File: src/cflp_pkg.sv
// ----------------------------------------------------------------------------
// cflp_pkg
// Shared constants, types and codes for the comma field line parser.
// ----------------------------------------------------------------------------
package cflp_pkg;

    // Field and result geometry
    localparam int VAL_W        = 21;
    localparam int NUM_FIELDS   = 3;
    localparam int IN_TDATA_W   = 8;
    localparam int OUT_FIELDS_W = NUM_FIELDS * VAL_W + NUM_FIELDS;
    localparam int OUT_TDATA_W  = ((OUT_FIELDS_W + 7) / 8) * 8;

    // Line limits
    localparam int LINE_BYTES_DEF = 64;
    localparam int CHAR_CNT_W     = 3;
    localparam int COMMA_CNT_W    = 3;
    localparam logic [CHAR_CNT_W-1:0] FIELD_CHARS = CHAR_CNT_W'(6);

    // Character codes
    localparam logic [7:0] CH_HDR   = 8'h01;
    localparam logic [7:0] CH_TAB   = 8'h09;
    localparam logic [7:0] CH_LF    = 8'h0a;
    localparam logic [7:0] CH_CR    = 8'h0d;
    localparam logic [7:0] CH_SPACE = 8'h20;
    localparam logic [7:0] CH_PLUS  = 8'h2b;
    localparam logic [7:0] CH_COMMA = 8'h2c;
    localparam logic [7:0] CH_MINUS = 8'h2d;
    localparam logic [7:0] CH_ZERO  = 8'h30;
    localparam logic [7:0] CH_NINE  = 8'h39;

    // Comma counts that bound the decoded fields
    localparam logic [COMMA_CNT_W-1:0] COMMA_FIRST = COMMA_CNT_W'(1);
    localparam logic [COMMA_CNT_W-1:0] COMMA_LAST  = COMMA_CNT_W'(3);
    localparam logic [COMMA_CNT_W-1:0] COMMA_SAT   = COMMA_CNT_W'(4);

    // Number conversion state
    typedef enum logic [3:0] {
        NUM_SIGN = 4'b0001,
        NUM_POS  = 4'b0010,
        NUM_NEG  = 4'b0100,
        NUM_STOP = 4'b1000
    } t_num_state;

    typedef struct packed {
        t_num_state              st;
        logic signed [VAL_W-1:0] acc;
    } t_num;

    // One line result toward the output register
    typedef struct packed {
        logic                                valid;
        logic [NUM_FIELDS-1:0]               mask;
        logic [NUM_FIELDS-1:0][VAL_W-1:0]    values;
    } t_result;

endpackage

File: src/cflp_num_step.sv
// ----------------------------------------------------------------------------
// cflp_num_step
// One character step of the decimal field conversion (blanks, sign, digits).
// ----------------------------------------------------------------------------
module cflp_num_step (
    input  cflp_pkg::t_num   i_cur,
    input  logic [7:0]       i_char,
    output cflp_pkg::t_num   o_nxt
);
    import cflp_pkg::*;

    logic                    digit;
    logic                    blank;
    logic signed [VAL_W-1:0] dval;
    logic signed [VAL_W-1:0] times10;

    // Classify the character
    assign digit   = (i_char >= CH_ZERO) && (i_char <= CH_NINE);
    assign blank   = (i_char == CH_SPACE) || ((i_char >= CH_TAB) && (i_char <= CH_CR));
    assign dval    = VAL_W'(i_char[3:0]);
    assign times10 = (i_cur.acc <<< 3) + (i_cur.acc <<< 1);

    // Advance the conversion
    always_comb begin
        o_nxt = i_cur;
        unique case (i_cur.st)
            NUM_SIGN: begin
                priority if (blank) begin
                    o_nxt.st = NUM_SIGN;
                end else if (i_char == CH_PLUS) begin
                    o_nxt.st = NUM_POS;
                end else if (i_char == CH_MINUS) begin
                    o_nxt.st = NUM_NEG;
                end else if (digit) begin
                    o_nxt.st  = NUM_POS;
                    o_nxt.acc = dval;
                end else begin
                    o_nxt.st = NUM_STOP;
                end
            end
            NUM_POS: begin
                if (digit) begin
                    o_nxt.acc = times10 + dval;
                end else begin
                    o_nxt.st = NUM_STOP;
                end
            end
            NUM_NEG: begin
                if (digit) begin
                    o_nxt.acc = times10 - dval;
                end else begin
                    o_nxt.st = NUM_STOP;
                end
            end
            NUM_STOP: begin
                o_nxt = i_cur;
            end
            default: begin
                o_nxt.st = NUM_STOP;
            end
        endcase
    end

endmodule

File: src/cflp_line_ctrl.sv
// ----------------------------------------------------------------------------
// cflp_line_ctrl
// Line framing state, field decoding, pending fields and retained values.
// ----------------------------------------------------------------------------
module cflp_line_ctrl #(
    parameter int LINE_BYTES = cflp_pkg::LINE_BYTES_DEF
) (
    input  logic              i_clk,
    input  logic              i_rst_n,
    input  logic              i_en,
    input  logic [7:0]        i_byte,
    output cflp_pkg::t_result o_res
);
    import cflp_pkg::*;

    localparam int CNT_W = $clog2(LINE_BYTES + 1);
    localparam logic [CNT_W-1:0] LIMIT = CNT_W'(LINE_BYTES);

    logic                          r_cr_seen,  n_cr_seen;
    logic [CNT_W-1:0]              r_byte_cnt, n_byte_cnt;
    logic                          r_header,   n_header;
    logic [COMMA_CNT_W-1:0]        r_comma,    n_comma;
    logic [CHAR_CNT_W-1:0]         r_char,     n_char;
    t_num                          r_num,      n_num;
    logic [NUM_FIELDS-1:0]         r_pmask,    n_pmask;
    logic [NUM_FIELDS-1:0][VAL_W-1:0] r_pend,  n_pend;
    logic [NUM_FIELDS-1:0][VAL_W-1:0] r_kept,  n_kept;

    t_num                          step_num;
    t_num                          num_reset;
    logic                          in_field;
    logic [1:0]                    pend_idx;
    logic [CNT_W-1:0]              cnt_inc;

    assign num_reset = '{st: NUM_SIGN, acc: '0};
    assign in_field  = (r_comma >= COMMA_FIRST) && (r_comma <= COMMA_LAST);
    assign pend_idx  = 2'(r_comma - COMMA_FIRST);
    assign cnt_inc   = r_byte_cnt + CNT_W'(1);

    cflp_num_step u_num_step (
        .i_cur  (r_num),
        .i_char (i_byte),
        .o_nxt  (step_num)
    );

    // Next line state for the byte at hand
    always_comb begin
        n_cr_seen  = r_cr_seen;
        n_byte_cnt = r_byte_cnt;
        n_header   = r_header;
        n_comma    = r_comma;
        n_char     = r_char;
        n_num      = r_num;
        n_pmask    = r_pmask;
        n_pend     = r_pend;
        n_kept     = r_kept;
        o_res      = '0;
        o_res.values = r_kept;

        priority if (i_byte == CH_HDR) begin
            // restart the line with the header stored
            n_cr_seen  = 1'b0;
            n_byte_cnt = CNT_W'(1);
            n_header   = 1'b1;
            n_comma    = '0;
            n_pmask    = '0;
            n_char     = '0;
            n_num      = num_reset;
        end else if (r_cr_seen) begin
            // LF after CR closes a headed line, anything else drops it
            if ((i_byte == CH_LF) && r_header) begin
                for (int i = 0; i < NUM_FIELDS; i++) begin
                    if (r_pmask[i]) begin
                        n_kept[i] = r_pend[i];
                    end
                end
                o_res.valid  = 1'b1;
                o_res.mask   = r_pmask;
                o_res.values = n_kept;
            end
            n_cr_seen  = 1'b0;
            n_byte_cnt = '0;
            n_header   = 1'b0;
            n_comma    = '0;
            n_pmask    = '0;
            n_char     = '0;
            n_num      = num_reset;
        end else if (i_byte == CH_CR) begin
            n_cr_seen = 1'b1;
        end else begin
            // decode field text
            if (r_header) begin
                if (i_byte == CH_COMMA) begin
                    if (in_field) begin
                        for (int i = 0; i < NUM_FIELDS; i++) begin
                            if (pend_idx == 2'(i)) begin
                                n_pend[i]  = r_num.acc;
                                n_pmask[i] = 1'b1;
                            end
                        end
                    end
                    if (r_comma < COMMA_SAT) begin
                        n_comma = r_comma + COMMA_CNT_W'(1);
                    end
                    n_char = '0;
                    n_num  = num_reset;
                end else if (in_field && (r_char < FIELD_CHARS)) begin
                    n_char = r_char + CHAR_CNT_W'(1);
                    n_num  = step_num;
                end
            end
            // drop the line once it reaches the byte limit
            if (cnt_inc >= LIMIT) begin
                n_cr_seen  = 1'b0;
                n_byte_cnt = '0;
                n_header   = 1'b0;
                n_comma    = '0;
                n_pmask    = '0;
                n_char     = '0;
                n_num      = num_reset;
            end else begin
                n_byte_cnt = cnt_inc;
            end
        end
    end

    // Control state and retained values
    always_ff @(posedge i_clk) begin
        if (!i_rst_n) begin
            r_cr_seen  <= 1'b0;
            r_byte_cnt <= '0;
            r_header   <= 1'b0;
            r_comma    <= '0;
            r_char     <= '0;
            r_num      <= num_reset;
            r_pmask    <= '0;
            r_kept     <= '0;
        end else if (i_en) begin
            r_cr_seen  <= n_cr_seen;
            r_byte_cnt <= n_byte_cnt;
            r_header   <= n_header;
            r_comma    <= n_comma;
            r_char     <= n_char;
            r_num      <= n_num;
            r_pmask    <= n_pmask;
            r_kept     <= n_kept;
        end
    end

    // Pending field values, read only under their mask bits
    always_ff @(posedge i_clk) begin
        if (i_en) begin
            r_pend <= n_pend;
        end
    end

endmodule

File: src/comma_field_line_parser.sv
// ----------------------------------------------------------------------------
// comma_field_line_parser
// Byte stream line parser that decodes three comma separated decimal fields.
// ----------------------------------------------------------------------------
// Usage:
//   Received bytes enter on the s_axis channel, one byte per request. A 0x01
//   byte starts a line; CR LF ends it. A line that began with 0x01 yields one
//   request on m_axis carrying the retained distance, output and stop values
//   and a mask of the fields this line updated. Other lines, lines broken by
//   a bad byte after CR, and lines that reach LINE_BYTES yield nothing.
//   Throughput: one byte per cycle, sustained while m_axis does not stall, as
//   the line state is updated combinationally between the input and result registers.
//   Path: the closing LF is held in the input register, and its result is
//   then captured in the result register, which drives m_axis.
//   Reset: i_rst_n low at a clock edge clears the line state, the retained
//   values (to zero) and both register stages.
//   Stall: while a result waits on m_axis with m_axis_tready low, no byte
//   advances; the next byte waits in the input register and s_axis_tready
//   falls until the result is taken.
// ----------------------------------------------------------------------------
module comma_field_line_parser #(
    parameter int LINE_BYTES = cflp_pkg::LINE_BYTES_DEF
) (
    input  logic                             i_clk,
    input  logic                             i_rst_n,
    input  logic                             s_axis_tvalid,
    output logic                             s_axis_tready,
    // [7:0] rx_byte
    input  logic [cflp_pkg::IN_TDATA_W-1:0]  s_axis_tdata,
    output logic                             m_axis_tvalid,
    input  logic                             m_axis_tready,
    // [20:0] distance, [41:21] output_value, [62:42] stop_value,
    // [65:63] updated_mask, [71:66] zero
    output logic [cflp_pkg::OUT_TDATA_W-1:0] m_axis_tdata
);
    import cflp_pkg::*;

    logic                   r_in_valid;
    logic [7:0]             r_in_byte;
    logic                   r_out_valid;
    logic [OUT_TDATA_W-1:0] r_out_data;
    logic                   out_free;
    logic                   consume;
    t_result                res;

    // The held byte advances whenever the result register can take a result
    assign out_free      = !r_out_valid || m_axis_tready;
    assign consume       = r_in_valid && out_free;
    assign s_axis_tready = !r_in_valid || out_free;

    // Input register
    always_ff @(posedge i_clk) begin
        if (!i_rst_n) begin
            r_in_valid <= 1'b0;
        end else if (s_axis_tvalid && s_axis_tready) begin
            r_in_valid <= 1'b1;
        end else if (consume) begin
            r_in_valid <= 1'b0;
        end
    end

    always_ff @(posedge i_clk) begin
        if (s_axis_tvalid && s_axis_tready) begin
            r_in_byte <= s_axis_tdata;
        end
    end

    cflp_line_ctrl #(
        .LINE_BYTES (LINE_BYTES)
    ) u_line_ctrl (
        .i_clk   (i_clk),
        .i_rst_n (i_rst_n),
        .i_en    (consume),
        .i_byte  (r_in_byte),
        .o_res   (res)
    );

    // Result register
    always_ff @(posedge i_clk) begin
        if (!i_rst_n) begin
            r_out_valid <= 1'b0;
        end else if (consume && res.valid) begin
            r_out_valid <= 1'b1;
        end else if (m_axis_tready) begin
            r_out_valid <= 1'b0;
        end
    end

    always_ff @(posedge i_clk) begin
        if (consume && res.valid) begin
            r_out_data <= OUT_TDATA_W'({res.mask, res.values[2], res.values[1],
                                        res.values[0]});
        end
    end

    assign m_axis_tvalid = r_out_valid;
    assign m_axis_tdata  = r_out_data;

    // A result comes only from a closing LF
    a_result_on_lf: assert property (@(posedge i_clk) disable iff (!i_rst_n)
        (consume && res.valid) |-> (r_in_byte == CH_LF))
        else $error("result produced by a byte other than LF");

    // Fields are committed in order, so the mask is always contiguous
    a_mask_contig: assert property (@(posedge i_clk) disable iff (!i_rst_n)
        res.valid |-> (res.mask == 3'b000 || res.mask == 3'b001 ||
                       res.mask == 3'b011 || res.mask == 3'b111))
        else $error("updated mask not contiguous");

    // Input side stalls only behind a held result
    a_stall_cause: assert property (@(posedge i_clk) disable iff (!i_rst_n)
        !s_axis_tready |-> (r_in_valid && r_out_valid && !m_axis_tready))
        else $error("input stalled without a held result");

endmodule
File: config.mk
export PLATFORM = sky130hd
export DESIGN_NAME = comma_field_line_parser
export DESIGN_NICKNAME = d
export VERILOG_FILES = /design/src/cflp_pkg.sv /design/src/cflp_num_step.sv /design/src/cflp_line_ctrl.sv /design/src/comma_field_line_parser.sv
export SDC_FILE = /design/constraint.sdc
export NUM_CORES = 1
export LEC_CHECK = 0
export BUFFER_PORTS_ARGS = -buffer_cell sky130_fd_sc_hd__buf_2
export CAP_MARGIN = 25
export CORE_MARGIN = 10
export CORE_UTILIZATION = 54
export DETAILED_ROUTE_END_ITERATION = 6
export MAX_ROUTING_LAYER = met4
export PLACE_DENSITY = 0.74
export SYNTH_ARGS = -nofsm -noshare
export SYNTH_HDL_FRONTEND = slang
export SYNTH_SLANG_ARGS = --single-unit
File: constraint.sdc
create_clock -name i_clk -period 6.99 [get_ports i_clk]
set_clock_uncertainty 0.15 [all_clocks]
set_input_delay 0.3495 -clock i_clk [delete_from_list [all_inputs] [get_ports i_clk]]
set_output_delay 0.3495 -clock i_clk [all_outputs]
set_load 0.03 [all_outputs]
==> impl_metrics.tcl, run 1 <==
set metrics [dict create \
    cts_tree "built" \
    place_area_sq_um 12000 \
    cts.clk_slew.worst_paths_ps 60 \
    routabilityCongestion 0.947 \
    setup-violations-final 0 \
    synthCells 1061 \
    end_kind "flip-flop" \
    rrSetupSlack_ps 3190 \
    crit_required_ps 7210 \
    dp_hpwl_um 17900 \
    multiInputGateArea_sq_um 4820 \
    viasPerCell 5.93 \
    hold_viol 0 \
    synth-main-ff-cell "edfxtp_1" \
    rr_startpoint "u_line_ctrl.r_num[0]" \
    drv_cap 0 \
    dr.pass1.iters 6 \
    leakagePower_nw 5.13 \
    cts_buffer_depth 3 \
    place_ws_ps 3210 \
    numPortBuffers 79 \
    grt_max_degree 98 \
    rsz0062_at_grt "no" \
    holdPathEnd "m_axis_tvalid" \
    seq_area_frac_synth 0.551 \
    worst_slew_pin_slew_ps 1080 \
    fin_crit_sh 0.543 \
    status "completed" \
    core_area_sq_um 20900 \
    diodes 0 \
    grt_pass1_wl_um 41400 \
    slew_viol_final 0 \
    layout-drive-gt1-share 0.177 \
    cp_max_fo 8 \
    rows 53 \
    max_freq_ghz 0.264 \
    yosys_warnings 0 \
    ctsResizeCount 0 \
    reg2reg_to "u_line_ctrl.r_num[19]" \
    finalWorstSetupSlack_ps 3190 \
    vias 8479 \
    fill_cells 1670 \
    pin_count 86 \
    hold_depth 4 \
    worstSetupStartpointType "flip-flop" \
    relSlewSlack 0.271 \
    layout_common_cells "nand2_1, edfxtp_1, dfxtp_1" \
    overflow 0 \
    drt-total-wl_um 26200 \
    layout_commonest_cell "nand2_1" \
    antenna_found_initial 0 \
    clockRootBuffer "clkbuf_16" \
    ir_drop_v 0.000179 \
    cts_buffers 24 \
    yosysUniqueCellTypes 78 \
    synth_async_sr_flop_share 0 \
    die_w_um 165 \
    detail_route.iter0.violations 760 \
    min_from "m_axis_tready" \
    post-cts-setup-buffer-count 0 \
    seqCellArea_sq_um 6280 \
    die_h_um 165 \
    drc 0 \
    postSynthAreaPerCell_sq_um 10.7 \
    p_per_area_nw_per_um2 223 \
    grt.total_usage 0.191 \
    critPathKind "flip-flop to flip-flop" \
    clock_latency_ps 500 \
    num-nets-final 1183 \
    clock_sinks 245 \
    hp-class "primary input to flip-flop" \
    holdBufCountCts 9 \
    syn_area_sq_um 11400 \
    area_growth_pct 13.6 \
    ant_nets 0 \
    synth_edf_count 137 \
    reg2regPathDepth 10 \
    ys_ff_latch 245 \
    grt_pass1_vias 7930 \
    cp.arrival_ps 4020 \
    post-route-min-period_ps 3800 \
    avgRoutedWirePerCell_um 18.3 \
    htreeDepth 1 \
    initial_core_util 0.545 \
    setup-tns-final_ps 0 \
    final_cell_area_sq_um 12900 \
    die_area_sq_um 27300 \
]
==> synth_stat cells (all sizes together) (6+ instances only) <==
master | n | area [sq um]
a31oi | 10 | 68.8
o22ai | 6 | 37.5
o21a | 6 | 45.0
clkbuf | 32 | 120
or3 | 10 | 62.6
nor2 | 63 | 236
and2 | 12 | 75.1
buf | 20 | 113
nand2b | 7 | 43.8
inv | 21 | 78.8
mux2 | 63 | 709
nor2b | 8 | 50.1
a22oi | 16 | 120
a21o | 10 | 75.1
ha | 31 | 388
nor4b | 6 | 52.6
xnor2 | 17 | 149
nor4 | 13 | 103
o21ai | 30 | 150
xor2 | 16 | 148
dfxtp | 108 | 2160
a21oi | 99 | 495
nand2 | 175 | 657
edfxtp | 137 | 4110
nor3 | 18 | 100
and3 | 7 | 43.8
o211ai | 7 | 57.6
nand3 | 18 | 95.1
nand4 | 13 | 87.6
a211oi | 9 | 72.6
==> metrics by stage <==
stage / hold slack [ps] / cells / utilization / total power [W]
final: 32.3 / 1430 / 0.619 / 0.00288
after global routing: 63.2 / 1430 / 0.619 / 0.00296
after CTS: 15.5 / 1427 / 0.616 / 0.00290
after detailed placement: 293 / 1374 / 0.573 / 0.00159
after global placement: 288 / 1374 / 0.573 / 0.00159
after floorplan: 283 / 1066 / - / 0.00158
==> registers in the layout, indices dropped and copies added (netlist names), 3 cells and up <==
signal                  flops
u_line_ctrl.r_comma         3
u_line_ctrl.r_num          25
r_in_byte                   8
u_line_ctrl.r_pend         63
u_line_ctrl.r_pmask         3
u_line_ctrl.r_byte_cnt      7
u_line_ctrl.r_char          3
m_axis_tdata               66
u_line_ctrl.r_kept         63
==> worst max-delay path: stages (launching register included) <==
cell	delay, ps
dfxtp_1	410
ha_1	280
fa_1	410
a21o_1	230
a221o_1	360
xnor2_1	580
nand4_1	360
or3_1	470
o211ai_1	180
o31a_1	160
a31oi_1	70
==> cell type report <==
| cell class | instances | area share |
|---|---|---|
| sequential | 245 | 0.485 |
| multi-input combinational | 748 | 0.373 |
| clock buffer | 38 | 0.0568 |
| timing repair buffer | 97 | 0.0464 |
| tap | 275 | 0.0266 |
| clock inverter | 6 | 0.00629 |
| inverter | 21 | 0.00609 |
==> layer usage <==
metal	global-route usage	share of wire	wire [um]	vias to the layer above
li1	-	-	-	4053
met5	-	0	0	-
met4	0.0568	0.023	614	0
met3	0.0248	0.071	1860	45
met2	0.306	0.47	12400	292
met1	0.250	0.43	11300	4089
==> worst max-delay path by stage <==
stage	start	endpoint	slack, ps	depth (start not counted)
6_report	u_line_ctrl.r_num[0]	u_line_ctrl.r_num[19]	3190	10
5_1_grt	u_line_ctrl.r_num[0]	u_line_ctrl.r_num[18]	2890	11
4_1_cts	u_line_ctrl.r_num[0]	u_line_ctrl.r_num[19]	3190	10
3_5_place_dp	u_line_ctrl.r_num[0]	u_line_ctrl.r_num[19]	3210	10
3_3_place_gp	u_line_ctrl.r_num[0]	u_line_ctrl.r_num[18]	3290	11
2_1_floorplan	r_in_byte[2]	u_line_ctrl.r_kept[60]	4	9
==> kinds of logic after synthesis <==
| group | count (synthesis) | share of synthesized area |
|---|---|---|
| AO/OA/AOI/OAI | 237 | 0.134 |
| XOR/XNOR | 33 | 0.0261 |
| adder cells (fa/ha/maj) | 34 | 0.0393 |
| buffers and inverters | 73 | 0.0274 |
| flip-flops | 245 | 0.551 |
| multiplexers | 65 | 0.0641 |
| other | 1 | 0.000329 |
| AND/OR/NAND/NOR | 373 | 0.157 |
==> power by group <==
group / internal (W) / switching, W
clock network: 0.000793 / 0.000518
registers: 0.00151 / 0.00000759
logic: 0.0000179 / 0.0000332
total: 0.00232 / 0.000559
Note: power is estimated with default switching activity, not from simulation.
==> run 2: changes to the inputs <==
--- a/config.mk
+++ b/config.mk
@@ -8,10 +8,10 @@
 export BUFFER_PORTS_ARGS = -buffer_cell sky130_fd_sc_hd__buf_2
 export CAP_MARGIN = 25
 export CORE_MARGIN = 10
-export CORE_UTILIZATION = 54
+export CORE_UTILIZATION = 55
 export DETAILED_ROUTE_END_ITERATION = 6
 export MAX_ROUTING_LAYER = met4
-export PLACE_DENSITY = 0.74
+export PLACE_DENSITY = 0.72
 export SYNTH_ARGS = -nofsm -noshare
 export SYNTH_HDL_FRONTEND = slang
 export SYNTH_SLANG_ARGS = --single-unit
==> constraint.sdc (replaced) <==
create_clock -name i_clk -period 3.5 [get_ports i_clk]
set_clock_uncertainty 0.15 [all_clocks]
set_input_delay 0.175 -clock i_clk [delete_from_list [all_inputs] [get_ports i_clk]]
set_output_delay 0.175 -clock i_clk [all_outputs]
set_load 0.03 [all_outputs]
==> run 2 against run 1 <==
Critical path depth is 2 higher. Fmax is 12% higher. Via count is 0.98% higher. Non-clock buffer count is 66 higher. Sequential cell count stayed put. Total power is 100% higher. Cell area is 5.6% higher. Register-to-register slack worse by 3100 ps. Setup slack worse by 3100 ps. Combinational power is 140% higher. Wire length is 3.3% higher. Critical path type unchanged. Largest power group unchanged.
==> impl_metrics.tcl, run 2 (same netlist as run 1, synthesis figures left out) <==
set metrics [dict create \
    relSlewSlack 0.409 \
    pin_count 86 \
    ant_nets 0 \
    end_kind "flip-flop" \
    htreeDepth 1 \
    timing.critical_path.to "u_line_ctrl.r_num[19]" \
    crit_family "compound AO/OA/AOI/OAI gates" \
    worstSetupStartpointType "flip-flop" \
    critical_path.startpoint "u_line_ctrl.r_num[0]" \
    core_area_sq_um 20300 \
    vias 8562 \
    place_area_sq_um 12400 \
    rr_startpoint "u_line_ctrl.r_num[0]" \
    clock_sinks 245 \
    grt_util_met1 0.277 \
    crit_required_ps 3790 \
    status "completed" \
    rows 52 \
    grt_use_met2 0.314 \
    largest_reg_flops 66 \
    p_per_area_nw_per_um2 422 \
    clockRootBuffer "clkbuf_16" \
    setup-tns-final_ps 0 \
    worst-path-stages 12 \
    antenna_found_initial 0 \
    overflow 0 \
    detail_route.iter0.violations 526 \
    layout-drive-gt1-share 0.252 \
    routabilityCongestion 0.886 \
    max_stage_delay_ps 430 \
    avgRoutedWirePerCell_um 18.1 \
    grt_pass1_vias 8347 \
    grt.busiest_layer "met2" \
    die_w_um 164 \
    cts_buffer_depth 3 \
    crit_chain "ha_4 > fa_2 > a21o_1 > a221o_2 > o2111a_2 > o21a_4 > nor4_4 > nand4_2 > buf_4 > nor4_2 > o21ai_1 > a31oi_1" \
    post-route-min-period_ps 3390 \
    max_freq_ghz 0.295 \
    layout_common_cells "nand2_1, edfxtp_1, dfxtp_1" \
    critPathKind "flip-flop to flip-flop" \
    path_buf_inv 1 \
    cts_tree "built" \
    hold_viol 0 \
    worst_slew_pin_slew_ps 886 \
    grt_max_degree 83 \
    area_growth_pct 20.0 \
    dp_hpwl_um 18500 \
    diodes 0 \
    grt.met3_usage 0.0313 \
    grt_pass1_wl_um 43400 \
    rsz0062_at_grt "yes" \
    hp-class "primary input to flip-flop" \
    place_ws_ps 33.5 \
    layout_commonest_cell "nand2_1" \
    cts_buffers 25 \
    rrSetupSlack_ps 110 \
    dr.pass1.iters 5 \
    leakagePower_nw 5.38 \
    initial_core_util 0.561 \
    cts.clk_slew.worst_paths_ps 70 \
    drt-total-wl_um 27100 \
    cp.arrival_ps 3680 \
    viasPerCell 5.74 \
    multiInputGateArea_sq_um 5070 \
    numPortBuffers 79 \
    seqCellArea_sq_um 6280 \
    fill_cells 1566 \
    setup-violations-final 0 \
    grt.total_usage 0.202 \
    reg2regPathDepth 12 \
    num-nets-final 1250 \
    drv_cap 0 \
    cp_max_fo 4 \
    die_area_sq_um 26900 \
    finalWorstSetupSlack_ps 107 \
    slowest_stage "a221o_2" \
    drc 0 \
    final_cell_area_sq_um 13700 \
    fin_crit_sh 0.969 \
    ir_drop_v 0.000349 \
    clock_latency_ps 510 \
    reg2reg_to "u_line_ctrl.r_num[19]" \
    slew_viol_final 0 \
    die_h_um 164 \
]
==> run 2: cell types whose count changed in the layout (fill, tap and decap cells not counted), moves of 4 or more <==
cell	before	now
buf_4	6	68
clkbuf_8	6	0
ha_1	31	27
nor3_4	0	4
==> run 2: how the worst min path moves through the flow <==
stage	from	end	slack [ps]	cells after the start
after CTS	s_axis_tdata[7]	r_in_byte[7]	210	2
after global placement	s_axis_tdata[2]	r_in_byte[2]	200	1
after global routing	s_axis_tdata[1]	r_in_byte[1]	220	2
after detailed placement	s_axis_tdata[7]	r_in_byte[7]	200	1
after floorplan	s_axis_tdata[0]	r_in_byte[0]	120	0
final	s_axis_tdata[1]	r_in_byte[1]	230	2
==> run 2: where the power goes <==
group / internal, W / switching, W / leakage (nW) / total [W]
logic: 0.0000452 / 0.0000753 / 2.72 / 0.000121
registers: 0.00302 / 0.0000120 / 2.27 / 0.00303
clock network: 0.00154 / 0.00107 / 0.388 / 0.00261
total: 0.00461 / 0.00115 / 5.38 / 0.00576
==> run 2: layout make-up <==
class	instances	share of cell area
sequential	245	0.460
tap	270	0.0247
multi-input combinational	748	0.371
clock inverter	13	0.0112
clock buffer	32	0.0477
timing repair buffer	163	0.0799
inverter	21	0.00577
==> run 2: metrics by stage <==
stage | std cells | total power (W) | utilization | hold slack [ps]
floorplan | 1066 | 0.00317 | - | 124
global placement | 1429 | 0.00320 | 0.613 | 201
detailed placement | 1430 | 0.00320 | 0.613 | 203
CTS | 1487 | 0.00580 | 0.659 | 206
global route | 1492 | 0.00596 | 0.673 | 220
finish | 1492 | 0.00576 | 0.673 | 227
==> run 2: metal layers <==
| layer | share of wire | up-vias |
|---|---|---|
| li1 | - | 4173 |
| met1 | 0.45 | 4083 |
| met2 | 0.46 | 269 |
| met3 | 0.072 | 37 |
| met4 | 0.015 | 0 |
| met5 | 0 | - |
==> run 2: repair_timing <==
item,4_1_cts,5_1_grt
pin swaps,2,15
hold buffers,12,0
hold endpoints to repair,21,0
buffers inserted,0,5
endpoints found under the setup margin,1,11
cloned,0,0
resized for setup,0,47
==> run 3: changes to the inputs <==
--- a/config.mk
+++ b/config.mk
@@ -7,11 +7,14 @@
 export LEC_CHECK = 0
 export BUFFER_PORTS_ARGS = -buffer_cell sky130_fd_sc_hd__buf_2
 export CAP_MARGIN = 25
+export CELL_PAD_IN_SITES_DETAIL_PLACEMENT = 1
+export CELL_PAD_IN_SITES_GLOBAL_PLACEMENT = 2
 export CORE_MARGIN = 10
-export CORE_UTILIZATION = 55
+export CORE_UTILIZATION = 40
 export DETAILED_ROUTE_END_ITERATION = 6
 export MAX_ROUTING_LAYER = met4
-export PLACE_DENSITY = 0.72
+export PLACE_DENSITY = 0.78
 export SYNTH_ARGS = -nofsm -noshare
 export SYNTH_HDL_FRONTEND = slang
 export SYNTH_SLANG_ARGS = --single-unit
+export TNS_END_PERCENT = 1
==> run 3 against run 2 <==
Sequential share of layout area fell by 0.83 points. Critical path depth fell by 1. Cell area increased by 1.8%. Count of clock-buffer cells in the layout up 5. Global-route usage decreased by 2.2 points. Largest cell class unchanged. Critical endpoint is now u_line_ctrl.r_num[20]. Combinational power barely moved.
==> impl_metrics.tcl, run 3 (same netlist as run 1, synthesis figures left out) <==
set metrics [dict create \
    status "completed" \
    ir_drop_v 0.000374 \
    grt.total_usage 0.180 \
    largest_reg_flops 66 \
    dr.pass1.iters 7 \
    whs_ps 189 \
    max_stage_delay_ps 550 \
    crit_top_cell "buf_4" \
    layout_common_cells "nand2_1, edfxtp_1, dfxtp_1" \
    seqCellArea_sq_um 6280 \
    cts_tree "built" \
    hp-class "primary input to flip-flop" \
    routabilityCongestion 0.852 \
    area_growth_pct 22.2 \
    leakagePower_nw 5.53 \
    seqPwrFrac 0.499 \
    dp_hpwl_um 22800 \
    min_from "s_axis_tdata[3]" \
    die_w_um 189 \
    pin_count 86 \
    power_switching_share 0.207 \
    cp_max_fo 5 \
    fin_crit_sh 0.976 \
    setup-violations-final 0 \
    grt_max_degree 79 \
    p_per_area_nw_per_um2 436 \
    die_h_um 189 \
    num-nets-final 1273 \
    relSlewSlack 0.453 \
    drv_cap 0 \
    worstSetupStartpointType "flip-flop" \
    antenna_found_initial 0 \
    initial_core_util 0.408 \
    multiInputGateArea_sq_um 4920 \
    hold_viol 0 \
    cts_buffer_depth 3 \
    clockPowerShare 0.481 \
    rsz0062_at_grt "yes" \
    crit_chain "buf_4 > ha_1 > nand4_1 > a2111oi_2 > buf_4 > nor3_1 > o31ai_2 > xnor2_1 > or4b_4 > a41oi_2 > nand2_1" \
    diodes 0 \
    fill_cells 3076 \
    detail_route.iter0.violations 474 \
    crit_required_ps 3800 \
    layout-drive-gt1-share 0.252 \
    post-route-min-period_ps 3420 \
    clockRootBuffer "clkbuf_16" \
    htreeDepth 1 \
    end_kind "flip-flop" \
    vias 8694 \
    rows 61 \
    clock_sinks 245 \
    critical_path.startpoint "u_line_ctrl.r_num[2]" \
    switchingPower_w 0.00126 \
    layout_commonest_cell "nand2_1" \
    grt_pass1_vias 9047 \
    core_area_sq_um 27900 \
    drc 0 \
    avgRoutedWirePerCell_um 19.6 \
    numPortBuffers 79 \
    critPathKind "flip-flop to flip-flop" \
    slowest_stage "or4b_4" \
    drt-total-wl_um 31900 \
    rr_startpoint "u_line_ctrl.r_num[2]" \
    cts_buffers 27 \
    die_area_sq_um 35600 \
    viasPerCell 5.35 \
    worst_slew_pin_slew_ps 818 \
    intPower_w 0.00482 \
    finish.utilization 0.498 \
    clock_latency_ps 550 \
    combPwrFrac 0.020 \
    overflow 0 \
    slew_viol_final 0 \
    grt_pass1_wl_um 51000 \
    total_power_w 0.00607 \
    ant_nets 0 \
    cp.arrival_ps 3710 \
    max_freq_ghz 0.293 \
    cts.clk_slew.worst_paths_ps 60 \
]
-- run 3: changes by cell type in the layout (fill, tap and decap cells not counted), sizes merged --
cell,change
clkinv,+1
clkinvlp,-1
clkbuf,+5
buf,+21
-- run 3: cell type report --
class                   count  share of cell area
flip-flops and latches    245               0.451
multi-input cells         748               0.354
repair buffers            184              0.0890
clock buffers              37              0.0548
well taps                 378              0.0340
clock inverters            13              0.0114
inverters                  21             0.00566
-- run 3: metrics by stage --
stage               std cells  setup TNS (ps)  instance area [sq um]  setup slack, ps
CTS                      1625               0                  13800             1.59
finish                   1626               0                  13900             83.2
floorplan                1066           -7840                  11400             -131
global route             1626           -79.7                  13900            -37.4
detailed placement       1563           -64.0                  12800            -64.0
global placement         1563               0                  12800             13.4
-- run 3: per-layer routing --
metal,wire [um],GRT usage,vias up
met4,452,0.0324,0
met3,1190,0.0242,28
li1,-,-,4214
met2,15300,0.302,124
met5,0,-,-
met1,15000,0.231,4328
-- run 3: power groups by stage --
stage	Clock [W]	Sequential, W	Combinational, W
3_3_place_gp	0	0.00309	0.000110
5_1_grt	0.00309	0.00303	0.000136
3_5_place_dp	0	0.00309	0.000110
6_report	0.00292	0.00303	0.000123
2_1_floorplan	0	0.00309	0.0000747
4_1_cts	0.00298	0.00303	0.000121
-- run 3: worst paths after layout --
kind	slack [ps]	cells after the start	end
setup / recovery	80	11	u_line_ctrl.r_num[20]
hold / removal	190	2	r_in_byte[3]
setup reg to reg	80	11	u_line_ctrl.r_num[20]
hold reg to reg	300	2	u_line_ctrl.r_kept[2]
-- run 3: timing repair --
action | CTS | global route
hold buffers | 12 | 0
resized for setup | 6 | 15
pin swaps | 1 | 3
endpoints found under the setup margin | 1 | 9
buffers inserted | 0 | 1
hold endpoints to repair | 21 | 0
-- run 3: worst max-delay path, delay by kind of cell (launching register included) --
kind | cells | cell delay (ps)
xor+xnor | 1 | 160
fa+ha+maj | 1 | 380
buf+inv | 2 | 360
flops | 1 | 310
simple gates | 4 | 900
compound gates | 3 | 1050
